`config.mk`:
```
export PLATFORM = sky130hd
export DESIGN_NAME = pfa_ctrl
export DESIGN_NICKNAME = d
export VERILOG_FILES = /design/src/rtl/pfa_pkg.sv /design/src/rtl/pfa_ctrl.sv
export SDC_FILE = /design/constraint.sdc
export NUM_CORES = 1
export LEC_CHECK = 0
export BUFFER_PORTS_ARGS = -buffer_cell sky130_fd_sc_hd__buf_2
export CAP_MARGIN = 20
export CORE_UTILIZATION = 39
export CTS_CLUSTER_SIZE = 30
export DETAILED_ROUTE_END_ITERATION = 8
export GPL_TIMING_DRIVEN = 0
export PLACE_DENSITY = 0.81
export SLEW_MARGIN = 40
export SYNTH_ARGS = -nofsm -noshare
export SYNTH_HDL_FRONTEND = slang
export SYNTH_SLANG_ARGS = --single-unit
```
`constraint.sdc`:
```
create_clock -name clk -period 1.65 [get_ports clk]
set_input_delay 0.33 -clock clk [delete_from_list [all_inputs] [get_ports clk]]
set_output_delay 0.33 -clock clk [all_outputs]
set_load 0.02 [all_outputs]
```
`src/rtl/pfa_pkg.sv`:
```
// Package for the page frame allocator: sizes, codes, state and the
// controller/datapath command and status structs. No dependencies.
package pfa_pkg;

	localparam int NUM_FRAMES = 4096;
	localparam int MAX_RUN    = 256;
	localparam int FRAME_W    = $clog2(NUM_FRAMES);
	localparam int LINK_W     = FRAME_W + 1;
	localparam int LEN_W      = $clog2(MAX_RUN) + 1;
	localparam int TAG_W      = 32;

	localparam logic [TAG_W-1:0]  TAG_FREE  = 32'h4652_4545;
	localparam logic [LINK_W-1:0] LINK_NULL = LINK_W'(NUM_FRAMES);

	typedef enum logic [1:0] {
		STAT_OK     = 2'd0,
		STAT_OOM    = 2'd1,
		STAT_NORUN  = 2'd2,
		STAT_BADLEN = 2'd3
	} status_t;

	typedef enum logic [4:0] {
		S_CLEAR, S_IDLE, S_DECODE, S_FREE_WR, S_POP_RD, S_POP_WAIT,
		S_WALK, S_CHK_RD, S_CHK_EVAL, S_ADV_RD, S_ADV_WAIT,
		S_AFT_RD, S_AFT_WAIT, S_SWEEP, S_RESP
	} state_t;

	typedef enum logic [2:0] {
		RD_NONE, RD_HEAD, RD_P, RD_CHECK, RD_AFTER
	} rd_sel_t;

	typedef struct packed {
		logic    load_in;
		logic    clr_step;
		logic    free_wr;
		rd_sel_t rd_sel;
		logic    pop_commit;
		logic    walk_init;
		logic    adv;
		logic    chk_start;
		logic    chk_next;
		logic    unlink;
		logic    sweep_wr;
		logic    res_we;
		status_t res_code;
		logic    out_load;
	} pfa_cmd_t;

	typedef struct packed {
		logic clr_done;
		logic is_free;
		logic bad_len;
		logic len_one;
		logic pool_empty;
		logic too_few;
		logic walk_stop;
		logic in_bounds;
		logic chk_ok;
		logic chk_last;
		logic sweep_last;
		logic out_free;
	} pfa_stat_t;

endpackage

```
`src/rtl/pfa_ctrl.sv`:
```
// Controller state machine of the page frame allocator: sequences the
// clearing pass, free, pop, list walk, run sweep and response. Uses pfa_pkg.
module pfa_ctrl import pfa_pkg::*; (
	input  logic      clk,
	input  logic      arst_n,
	input  logic      in_valid,
	output logic      in_ready,
	input  pfa_stat_t sts,
	output pfa_cmd_t  ctl
);

	state_t state_q, state_d;

	always_ff @(posedge clk or negedge arst_n) begin
		if (!arst_n) begin
			state_q <= S_CLEAR;
		end else begin
			state_q <= state_d;
		end
	end

	always_comb begin
		state_d = state_q;
		case (state_q)
			S_CLEAR:    if (sts.clr_done) state_d = S_IDLE;
			S_IDLE:     if (in_valid) state_d = S_DECODE;
			S_DECODE: begin
				if (sts.is_free) state_d = S_FREE_WR;
				else if (sts.bad_len) state_d = S_RESP;
				else if (sts.len_one) state_d = sts.pool_empty ? S_RESP : S_POP_RD;
				else if (sts.too_few) state_d = S_RESP;
				else state_d = S_WALK;
			end
			S_FREE_WR:  state_d = S_RESP;
			S_POP_RD:   state_d = S_POP_WAIT;
			S_POP_WAIT: state_d = S_RESP;
			S_WALK: begin
				if (sts.walk_stop) state_d = S_RESP;
				else if (sts.in_bounds) state_d = S_CHK_RD;
				else state_d = S_ADV_RD;
			end
			S_CHK_RD:   state_d = S_CHK_EVAL;
			S_CHK_EVAL: begin
				if (!sts.chk_ok) state_d = S_ADV_RD;
				else if (sts.chk_last) state_d = S_AFT_RD;
				else state_d = S_CHK_RD;
			end
			S_ADV_RD:   state_d = S_ADV_WAIT;
			S_ADV_WAIT: state_d = S_WALK;
			S_AFT_RD:   state_d = S_AFT_WAIT;
			S_AFT_WAIT: state_d = S_SWEEP;
			S_SWEEP:    if (sts.sweep_last) state_d = S_RESP;
			S_RESP:     if (sts.out_free) state_d = S_IDLE;
			default:    state_d = S_CLEAR;
		endcase
	end

	always_comb begin
		ctl      = '0;
		in_ready = 1'b0;
		case (state_q)
			S_CLEAR: ctl.clr_step = 1'b1;
			S_IDLE: begin
				in_ready    = 1'b1;
				ctl.load_in = in_valid;
			end
			S_DECODE: begin
				ctl.res_we = 1'b1;
				if (sts.is_free) ctl.res_code = STAT_OK;
				else if (sts.bad_len) ctl.res_code = STAT_BADLEN;
				else if (sts.len_one) ctl.res_code = sts.pool_empty ? STAT_OOM : STAT_OK;
				else if (sts.too_few) ctl.res_code = STAT_NORUN;
				else ctl.res_code = STAT_OK;
				ctl.walk_init = ~sts.is_free & ~sts.bad_len & ~sts.len_one & ~sts.too_few;
			end
			S_FREE_WR:  ctl.free_wr = 1'b1;
			S_POP_RD:   ctl.rd_sel = RD_HEAD;
			S_POP_WAIT: ctl.pop_commit = 1'b1;
			S_WALK: begin
				ctl.chk_start = ~sts.walk_stop & sts.in_bounds;
				if (sts.walk_stop) begin
					ctl.res_we   = 1'b1;
					ctl.res_code = STAT_NORUN;
				end
			end
			S_CHK_RD:   ctl.rd_sel = RD_CHECK;
			S_CHK_EVAL: ctl.chk_next = sts.chk_ok & ~sts.chk_last;
			S_ADV_RD:   ctl.rd_sel = RD_P;
			S_ADV_WAIT: ctl.adv = 1'b1;
			S_AFT_RD:   ctl.rd_sel = RD_AFTER;
			S_AFT_WAIT: ctl.unlink = 1'b1;
			S_SWEEP:    ctl.sweep_wr = 1'b1;
			S_RESP:     ctl.out_load = sts.out_free;
			default:    ctl = '0;
		endcase
	end

endmodule

```
Word-level counts from Yosys, hierarchy flattened
Cells that the tools add are included.
W data, S select, Z words.

operators by class
  bitwise logic cells = 11
  muxes and demuxes = 34
  eq/ne operators = 18
  reduce and logical (&&, ||, !) cells = 3

operator list
  operator              count
  $pmux W5 S14          1
  $mux W4               9
  $eq A5 B4 Y1 const B  7
  $eq A5 B3 Y1 const B  4
  $mux W5               4
  $mux W1               13
  $pmux W3 S4           1
  $eq A5 B2 Y1 const B  2
  $mux W2               4
  $ne A2 B2 Y1 const B  4
  $not A1 Y1            6
  $pmux W3 S2           1
  $and A1 B1 Y1         5
  $eq A5 B1 Y1 const B  1
  $logic_not A5 Y1      1
  $reduce_and A4 Y1     1
  $mux W3               1
  $reduce_or A2 Y1      1

storage, ports and cells
  input port bits = 15
  output and inout bits = 18
  logic and storage cells = 67
  bits in registers = 5

Longest topological paths before layout
Gate-level depths: netlist of run 1.

  depth in word-level cells = 5
  mapped depth = 6
  depth with buffers taken out = 5

Worst setup path before layout of run 1
OpenSTA, ideal clock, no wires.

  kind = register -> output
  from = register state_q[2]
  to = output port ctl[9] in the netlist's numbering
  setup slack = -0.457 ns
  data required time = 1.320 ns
  arrival time = 1.777 ns
  path buffers = 1
  stages on the path, launching flop included = 5
  cell sequence = dfrtp_1 -> or2_1 -> clkbuf_4 -> or3_1 -> nor4_1

RTL lines
  element                   line            RTL
  start: declaration        pfa_ctrl.sv:12  state_t state_q, state_d;
  start signal: assignment  pfa_ctrl.sv:18  state_q <= state_d;
  end: declaration          pfa_ctrl.sv:9   output pfa_cmd_t ctl

==> metrics.txt, run 1 <==
outcome finished with violations; failing checks negative setup slack; CTS tree yes; Residual DRC 0; PwrDens 2216 mW/mm^2; Fillers 58; num rows 14; Worst EP arrival approximately 1.6 ns; gr ovfl total 0; share of layout cells above drive strength 1 76.22%; final setup fails 19; wire length of the first global-routing pass between 4000 and 5000 um; RePlAce Congestion 0.8759; Clock Skew 0.001122 ns; I/O Pins 33; initial antenna violation count 0; end of the worst hold path state_q[1]; final instance area 0.001371 mm^2; H-Tree Level Count 1; reg2reg end state_q[2]; effective utilization at floorplan 41.69%; Port Buffer Count 32; Final Hold Viols 0; most common cell after layout, fill and taps aside buf_4; worst r2r src state_q[3]; number of flip-flops in the largest register 4; highest clock rate between 0.5 and 0.6 GHz; commonest non-fill, non-tap cells in the layout buf_4, buf_6, buf_2; Critical path buffers and inverters 2; Tot GR Track Use between 20% and 30%; NumNets Final between 150 and 200; Worst R2R Setup Slack -0.26 ns; Reg clk slew, reported paths 0.04 ns; CTS sink count 4; hold crit path type in -> reg; cells after synthesis slightly above 80; # Max-Cap Violations 0; Yosys warning total 0; fin. max-slew vios 0; count of different cell masters after synthesis 37; Rel. slew slack 76.63%; CP max FO 6; Vert. Die Dim 42.13 um; Async SR Flop Fraction between 90% and 100%; syn avg cell area 7.567 um^2; critical path's slowest cell or3_4; CP endpoint kind output pin; DRT Wirelength 3812 um; Core ar. 0.001506 mm^2; Starting DRT DRC Count 57; first-pass iteration count of the detailed router 4; fin crit share 119.0%; CTS root buf clkbuf_4; ANT nets after route 0; number of flops mapped to enable cells by yosys 0; final worst slack -0.3133 ns; clock buffer count from CTS 3; Largest Register state_q; top_reg_cell synth dfrtp_1; slew at the pin closest to its max-slew limit between 0.3 and 0.4 ns; Synth Register Bits 4; Worst EP required about 1.3 ns; sequential area share after synthesis 15.94%; detailed-route via count 1063; Post-Syn Area 628.1 um^2; Reg2Reg Depth 7; Tot Pwr 3.039 mW; Hold Path Origin sts[0]; unrepaired setup endpoints after global routing yes; worst ir drop on vdd roughly 1.5 mV; Routed WL per cell 23.97 um; Placed Area 842.1 um^2; HPWL Detailed about 1400 um; # diodes 0; Top Registers state_q: 4 flops; vias in the first global route a little under 900; die area 0.001775 mm^2; hold path cells 3; Startpoint Class flop; Final min period ~2.0 ns; worst setup path class reg -> out; die width 42.13 um; Slowest Stage Delay on Critical Path 0.41 ns; pin count of the biggest net entering global routing 11; Synth Net Count 98; area grow syn2layout 118.3%; Clock Latency Late Sink between 0.2 and 0.25 ns; static leakage between 0.6 and 0.7 nW; critical-path cell list buf_6 > nand2b_4 > or3_4 > nor4_4 > buf_4; Crit path max-delay family simple AND/OR/NAND/NOR gates; deepest clock path buffer count 2; drt via density 6.686
## cell usage after synthesis, types with 2 or more instances
| cell | number | area share (%) |
|---|---|---|
| nor3_1 | 6 | 4.8 |
| inv_1 | 3 | 1.8 |
| or2b_2 | 2 | 2.8 |
| nor2b_1 | 2 | 2.0 |
| nor3b_1 | 3 | 3.6 |
| nand2b_1 | 4 | 4.0 |
| dfrtp_1 | 4 | 16 |
| a21o_2 | 2 | 2.8 |
| nor2_1 | 10 | 6.0 |
| a21boi_0 | 2 | 2.4 |
| o31a_2 | 2 | 3.2 |
| a211oi_1 | 2 | 2.4 |
| buf_6 | 4 | 7.2 |
| o21ai_0 | 5 | 4.0 |
| a21oi_1 | 6 | 4.8 |
| nor4_1 | 2 | 2.0 |
| nand2_1 | 4 | 2.4 |
## power breakdown
group / switching [mW] / leakage [nW] / internal (mW)
registers: 0.0719 / 0.0444 / 0.163
logic: 1.34 / 0.549 / 1.34
clock network: 0.0489 / 0.0138 / 0.0820
## layout make-up
type | count | area (um^2) | area share (%)
multi-input cells | 70 | 654.4 | 47.72
repair buffers | 58 | 479.2 | 34.95
flip-flops and latches | 4 | 103.9 | 7.573
plain buffers | 5 | 77.57 | 5.657
clock buffers | 3 | 22.52 | 1.642
well taps | 16 | 20.02 | 1.460
inverters | 3 | 13.76 | 1.004
## repair_timing
action                                  CTS  global route
hold buffers                              1             0
buffers inserted                         14            11
endpoints found under the hold margin     4             0
pin swaps                                12            14
cloned                                    1             0
gates resized for setup                  41            42
endpoints found under the setup margin   18            22
## worst max path at each step
stage	end	from	depth (start not counted)	slack, ns
floorplan	ctl[9]	state_q[2]	4	-0.12
global placement	ctl[9]	state_q[2]	5	-0.22
detailed placement	ctl[9]	state_q[2]	5	-0.23
CTS	ctl[9]	state_q[3]	4	-0.26
global route	ctl[9]	state_q[0]	5	-0.35
finish	ctl[9]	state_q[0]	5	-0.31
## tightest hold or removal path, delay by kind of cell
family | cells | cell delay (ns)
compound gates | 1 | 0.18
simple gates | 1 | 0.06
buf+inv | 1 | 0.11
## routing by layer
layer,wire length (um),GRT usage (%),up-vias,part of all wire (%)
met4,328,11.88,0,8.6
met5,0,0,-,0
met3,360,2.586,34,9.4
met1,1405,37.67,490,37
li1,-,-,432,-
met2,1718,51.25,107,45
## through the flow
stage / util (%) / setup TNS [ns] / worst slack [ns] / hold WS, ns / std cells
6_report: 91.03 / -2.928 / -0.3133 / 0.4890 / 159
5_1_grt: 91.03 / -3.325 / -0.3454 / 0.4939 / 159
4_1_cts: 76.33 / -1.228 / -0.2650 / 0.4434 / 149
3_5_place_dp: 55.90 / -0.5919 / -0.2325 / 0.1359 / 131
3_3_place_gp: 55.90 / -0.5302 / -0.2173 / 0.1328 / 131
2_1_floorplan: - / -0.2110 / -0.1216 / 0.03441 / 83
## kinds of logic after synthesis
family | after synthesis | synth area share (%)
AOI/OAI and AO/OA | 26 | 31.08
DFF | 4 | 15.94
buffers and inverters | 9 | 12.35
and+or+nand+nor | 44 | 40.64
Note: power is estimated with default switching activity, not from simulation.
==> run 2, diff against run 1 <==
Clock period 1.65 ns to 1.61 ns, I/O delays scaled along.
==> metrics.txt, run 2 (same netlist as run 1, synthesis figures left out) <==
outcome finished with violations; failing checks negative setup slack; commonest non-fill, non-tap cells in the layout buf_4, buf_6, buf_2; GR Util met1 about two fifths; detailed-route via count 1016; CTS tree yes; ANT nets after route 0; fin. max-slew vios 0; Worst EP arrival 1.65 ns; switch share 50.71%; grt peak-use layer met2; Largest Register state_q; RePlAce Congestion 0.8621; Vert. Die Dim 42.13 um; final worst slack -0.3637 ns; static leakage around 0.56 nW; Final Hold Viols 0; initial antenna violation count 0; hold crit path type in -> async; first-pass iteration count of the detailed router 4; die area 0.001775 mm^2; most common cell after layout, fill and taps aside buf_4; NumNets Final 152; met2 usage a little under three fifths; Tot Pwr roughly 2.9 mW; Routed WL per cell between 20 and 25 um; final core occ 85.22%; Top Registers state_q: 4 flops; Worst EP required 1.29 ns; I/O Pins 33; Fillers 71; Port Buffer Count 32; Starting DRT DRC Count 44; area grow syn2layout 104.4%; critical-path cell list or2_4 > or3_4 > nor4_4 > buf_4; Clk pwr share 4.9%; share of layout cells above drive strength 1 73.33%; Startpoint Class flop; hold slack final 0.4363 ns; sw power 1.448 mW; CP endpoint kind output pin; number of flip-flops in the largest register 4; H-Tree Level Count 1; met3 GRT Util 5.172%; pin count of the biggest net entering global routing 11; Clock Skew 0.006502 ns; CP max FO 3; PwrDens between 2000 and 2500 mW/mm^2; # Max-Cap Violations 0; CTS root buf clkbuf_4; DRT Wirelength 3588 um; drt via density 6.728; deepest clock path buffer count 2; fin crit share 122.6%; slew at the pin closest to its max-slew limit 0.3792 ns; sequential share of power ~8.0%; effective utilization at floorplan 41.69%; Residual DRC 0; Combinational Power Share 87.1%; worst ir drop on vdd 1.184 mV; HPWL Detailed 1433 um; critical path's slowest cell or3_4; Reg clk slew, reported paths 0.05 ns; unrepaired setup endpoints after global routing yes; worst setup path class reg -> out; CTS sink count 4; Final min period 1.974 ns; die width 42.13 um; Tot GR Track Use 32.05%; Core ar. 0.001506 mm^2; clock buffer count from CTS 3; final setup fails 21; vias in the first global route 928; Pint approximately 1.4 mW; highest clock rate 0.5067 GHz; # diodes 0; num rows 14; Rel. slew slack 74.45%; wire length of the first global-routing pass 4374 um; Slowest Stage Delay on Critical Path 0.42 ns; Clock Latency Late Sink around 0.25 ns; gr ovfl total 0
[run 2: cell types whose count changed in the layout (fill, tap and decap cells not counted), moves of 2 or more]
cell    previous run  this run
buf_4             25        18
nor2_4             7         5
nor2_1             2         4
nor3_4             1         3
[run 2: timing repair]
item	in CTS	in global routing
gates resized for setup	53	26
hold buffers	1	0
pin swaps	14	13
setup endpoints to repair	21	22
buffers inserted	16	5
endpoints found under the hold margin	4	0
[run 2: path summary, 6_finish.rpt]
kind | to | slack (ns) | from | cells past startpoint
max | ctl[9] | -0.36 | state_q[2] | 4
min in group clk | state_q[1] | 0.46 | sts[0] | 3
max in group asynchronous | state_q[2] | 1.04 | arst_n | 2
min reg2reg | state_q[2] | 0.88 | state_q[3] | 3
min | state_q[1] | 0.44 | arst_n | 2
max reg2reg | state_q[2] | -0.26 | state_q[0] | 7
[run 2: final cells by class]
| type | instances | area, um^2 | share of cell area (%) |
|---|---|---|---|
| clock buffer | 3 | 22.52 | 1.754 |
| buffer | 4 | 62.56 | 4.873 |
| multi-input combinational | 70 | 665.6 | 51.85 |
| tap | 16 | 20.02 | 1.559 |
| sequential | 4 | 102.6 | 7.992 |
| timing repair buffer | 51 | 399.1 | 31.09 |
| inverter | 3 | 11.26 | 0.8772 |
[run 2: power by group through the flow]
stage | registers (mW) | logic (mW) | clock network, mW
5_1_grt | 0.228 | 2.56 | 0.143
3_5_place_dp | 0.241 | 1.31 | 0
4_1_cts | 0.211 | 2.04 | 0.136
3_3_place_gp | 0.237 | 1.29 | 0
2_1_floorplan | 0.219 | 1.03 | 0
6_report | 0.227 | 2.49 | 0.140
[run 2: metrics by stage]
| stage | worst slack (ns) | cell area [um^2] | setup TNS [ns] | std cells |
|---|---|---|---|---|
| global route | -0.3773 | 1284 | -3.917 | 151 |
| finish | -0.3637 | 1284 | -3.575 | 151 |
| detailed placement | -0.2820 | 842.1 | -0.6769 | 131 |
| global placement | -0.2551 | 842.1 | -0.5891 | 131 |
| floorplan | -0.1536 | 661.9 | -0.3008 | 83 |
| CTS | -0.3338 | 1175 | -2.899 | 150 |
[run 2: critical path, delay by kind of cell, from the launching register on]
family        cells  cell delay (ns)
buf+inv           1             0.18
flops             1             0.41
simple gates      3             0.81
[run 2: layer usage]
layer,routed length [um],part of all wire [%]
met2,1654,46
met4,253,7.1
met5,0,0
met1,1358,38
met3,322,9.0
==> run 3, diff against run 2 <==
Settings changed: CORE_UTILIZATION 39 to 44, PLACE_DENSITY 0.81 to 0.85, SKIP_LAST_GASP set to 1.
Clock period 1.61 ns to 1.9 ns, I/O delays scaled along.
==> metrics.txt, run 3 (same netlist as run 1, synthesis figures left out) <==
detailed-route via count roughly 850; hold slack final between 0.4 and 0.5 ns; CTS sink count 4; vias in the first global route 684; HPWL Detailed 1383 um; die width 39.78 um; number of flip-flops in the largest register 4; Worst EP arrival 1.65 ns; Routed WL per cell ~16 um; outcome finished with violations; static leakage 0.4806 nW; Clock Skew 0.007097 ns; unrepaired setup endpoints after global routing yes; commonest non-fill, non-tap cells in the layout buf_2, buf_4, nor2_1; highest clock rate ~0.5 GHz; CTS root buf clkbuf_4; slew at the pin closest to its max-slew limit 0.3488 ns; critical-path cell list or2_4 > or3_4 > nor4_4 > buf_4; non-filler cells, final 144; Clk pwr share 6.6%; # diodes 0; critical path's slowest cell or3_4; gr ovfl total 0; Core ar. 0.001318 mm^2; Largest Register state_q; Critical path buffers and inverters 1; CTS tree yes; Combinational Power Share 83.4%; num rows 13; CP max FO 3; DRT Wirelength between 2000 and 2500 um; Vert. Die Dim 39.78 um; Final min period 2.033 ns; pin count of the biggest net entering global routing 11; Clock Latency Late Sink ~0.26 ns; fin crit share 107.0%; ANT nets after route 0; Setup TNS -0.1454 ns; clock buffer count from CTS 3; Starting DRT DRC Count 34; NumNets Final roughly 150; Final Hold Viols 0; Reg clk slew, reported paths 0.04 ns; Startpoint Class flop; sequential share of power 10.0%; die area 0.001582 mm^2; share of layout cells above drive strength 1 60.47%; Crit path max-delay family simple AND/OR/NAND/NOR gates; Tot Pwr 1.819 mW; Worst EP required 1.52 ns; Tot GR Track Use 28.52%; wire length of the first global-routing pass 2973 um; sw power 877.7 uW; # Max-Cap Violations 0; final worst slack -0.1328 ns; effective utilization at floorplan 47.67%; initial antenna violation count 0; PwrDens 1737 mW/mm^2; deepest clock path buffer count 2; H-Tree Level Count 1; RePlAce Congestion 0.8747; final setup fails 2; Top Registers state_q: 4 flops; cell total after placement 130; Pint 941.5 uW; drt via density 5.917; switch share 48.25%; fin. max-slew vios 0; CP endpoint kind output pin; most common cell after layout, fill and taps aside buf_2; Rel. slew slack roughly three quarters; Port Buffer Count 32; Slowest Stage Delay on Critical Path 0.43 ns; Residual DRC 0; worst ir drop on vdd slightly below 0.9 mV; area grow syn2layout 66.73%; hold crit path type in -> async; failing checks negative setup slack; I/O Pins 33; first-pass iteration count of the detailed router 4; worst setup path class reg -> out; final core occ 79.49%
run 3: cell count changes in the layout (fill, tap and decap cells not counted), moves of 3 or more:
cell,change
buf_6,-12
nor2_1,+3
buf_4,-4
nor3_1,+3
buf_2,+10
nor2_4,-3
run 3: power by group through the flow:
stage | combinational, mW | clock, mW | sequential [mW]
floorplan | 0.862 | 0 | 0.186
finish | 1.52 | 0.119 | 0.183
CTS | 1.20 | 0.121 | 0.181
detailed placement | 1.09 | 0 | 0.201
global placement | 1.08 | 0 | 0.199
global route | 1.60 | 0.126 | 0.187
run 3: what timing repair did:
item,4_1_cts,5_1_grt
endpoints found under the setup margin,3,7
hold buffers,1,0
resized for setup,9,27
cloned,0,0
setup buffers,3,9
endpoints found under the hold margin,4,0
pin swaps,2,6
run 3: final cells by class:
type / instances / area (um^2)
Inverter: 3 / 13.76
Timing Repair Buffer: 44 / 279.0
Clock buffer: 3 / 22.52
Sequential cell: 4 / 103.9
Fill cell: 96 / 270.3
Multi-Input combinational cell: 70 / 541.8
Buffer: 5 / 67.56
Tap cell: 15 / 18.77
run 3: final timing paths:
kind / from / end / slack, ns / cells past startpoint
max: state_q[2] / ctl[9] / -0.13 / 4
min: arst_n / state_q[3] / 0.48 / 2
max reg2reg: state_q[2] / state_q[2] / 0.03 / 7
min reg2reg: state_q[3] / state_q[2] / 0.79 / 3
max in group asynchronous: arst_n / state_q[2] / 1.28 / 2
min in group clk: sts[0] / state_q[1] / 0.49 / 3
run 3: worst register-to-register path, stage by stage, from the launching register on:
cell and delay (ns):
dfrtp_2 0.39, buf_4 0.13, buf_6 0.13, or4_1 0.50
a21oi_1 0.16, or3_4 0.18, a31oi_4 0.05, a32o_1 0.22
run 3: metrics by stage:
stage          cell area [um^2]  setup slack (ns)
2_1_floorplan             643.1           0.02430
3_3_place_gp              822.0          -0.04119
3_5_place_dp              822.0          -0.08386
4_1_cts                   893.4           -0.1338
5_1_grt                    1047           -0.1716
6_report                   1047           -0.1328
run 3: metal layers:
metal,vias up,part of all wire [%],routed length (um),GRT usage (%)
met2,45,53,1178,49.59
met4,0,1.0,23,7.759
met1,407,40,892,34.12
met5,-,0,0,0
met3,2,6.6,147,6.818
li1,398,-,-,-
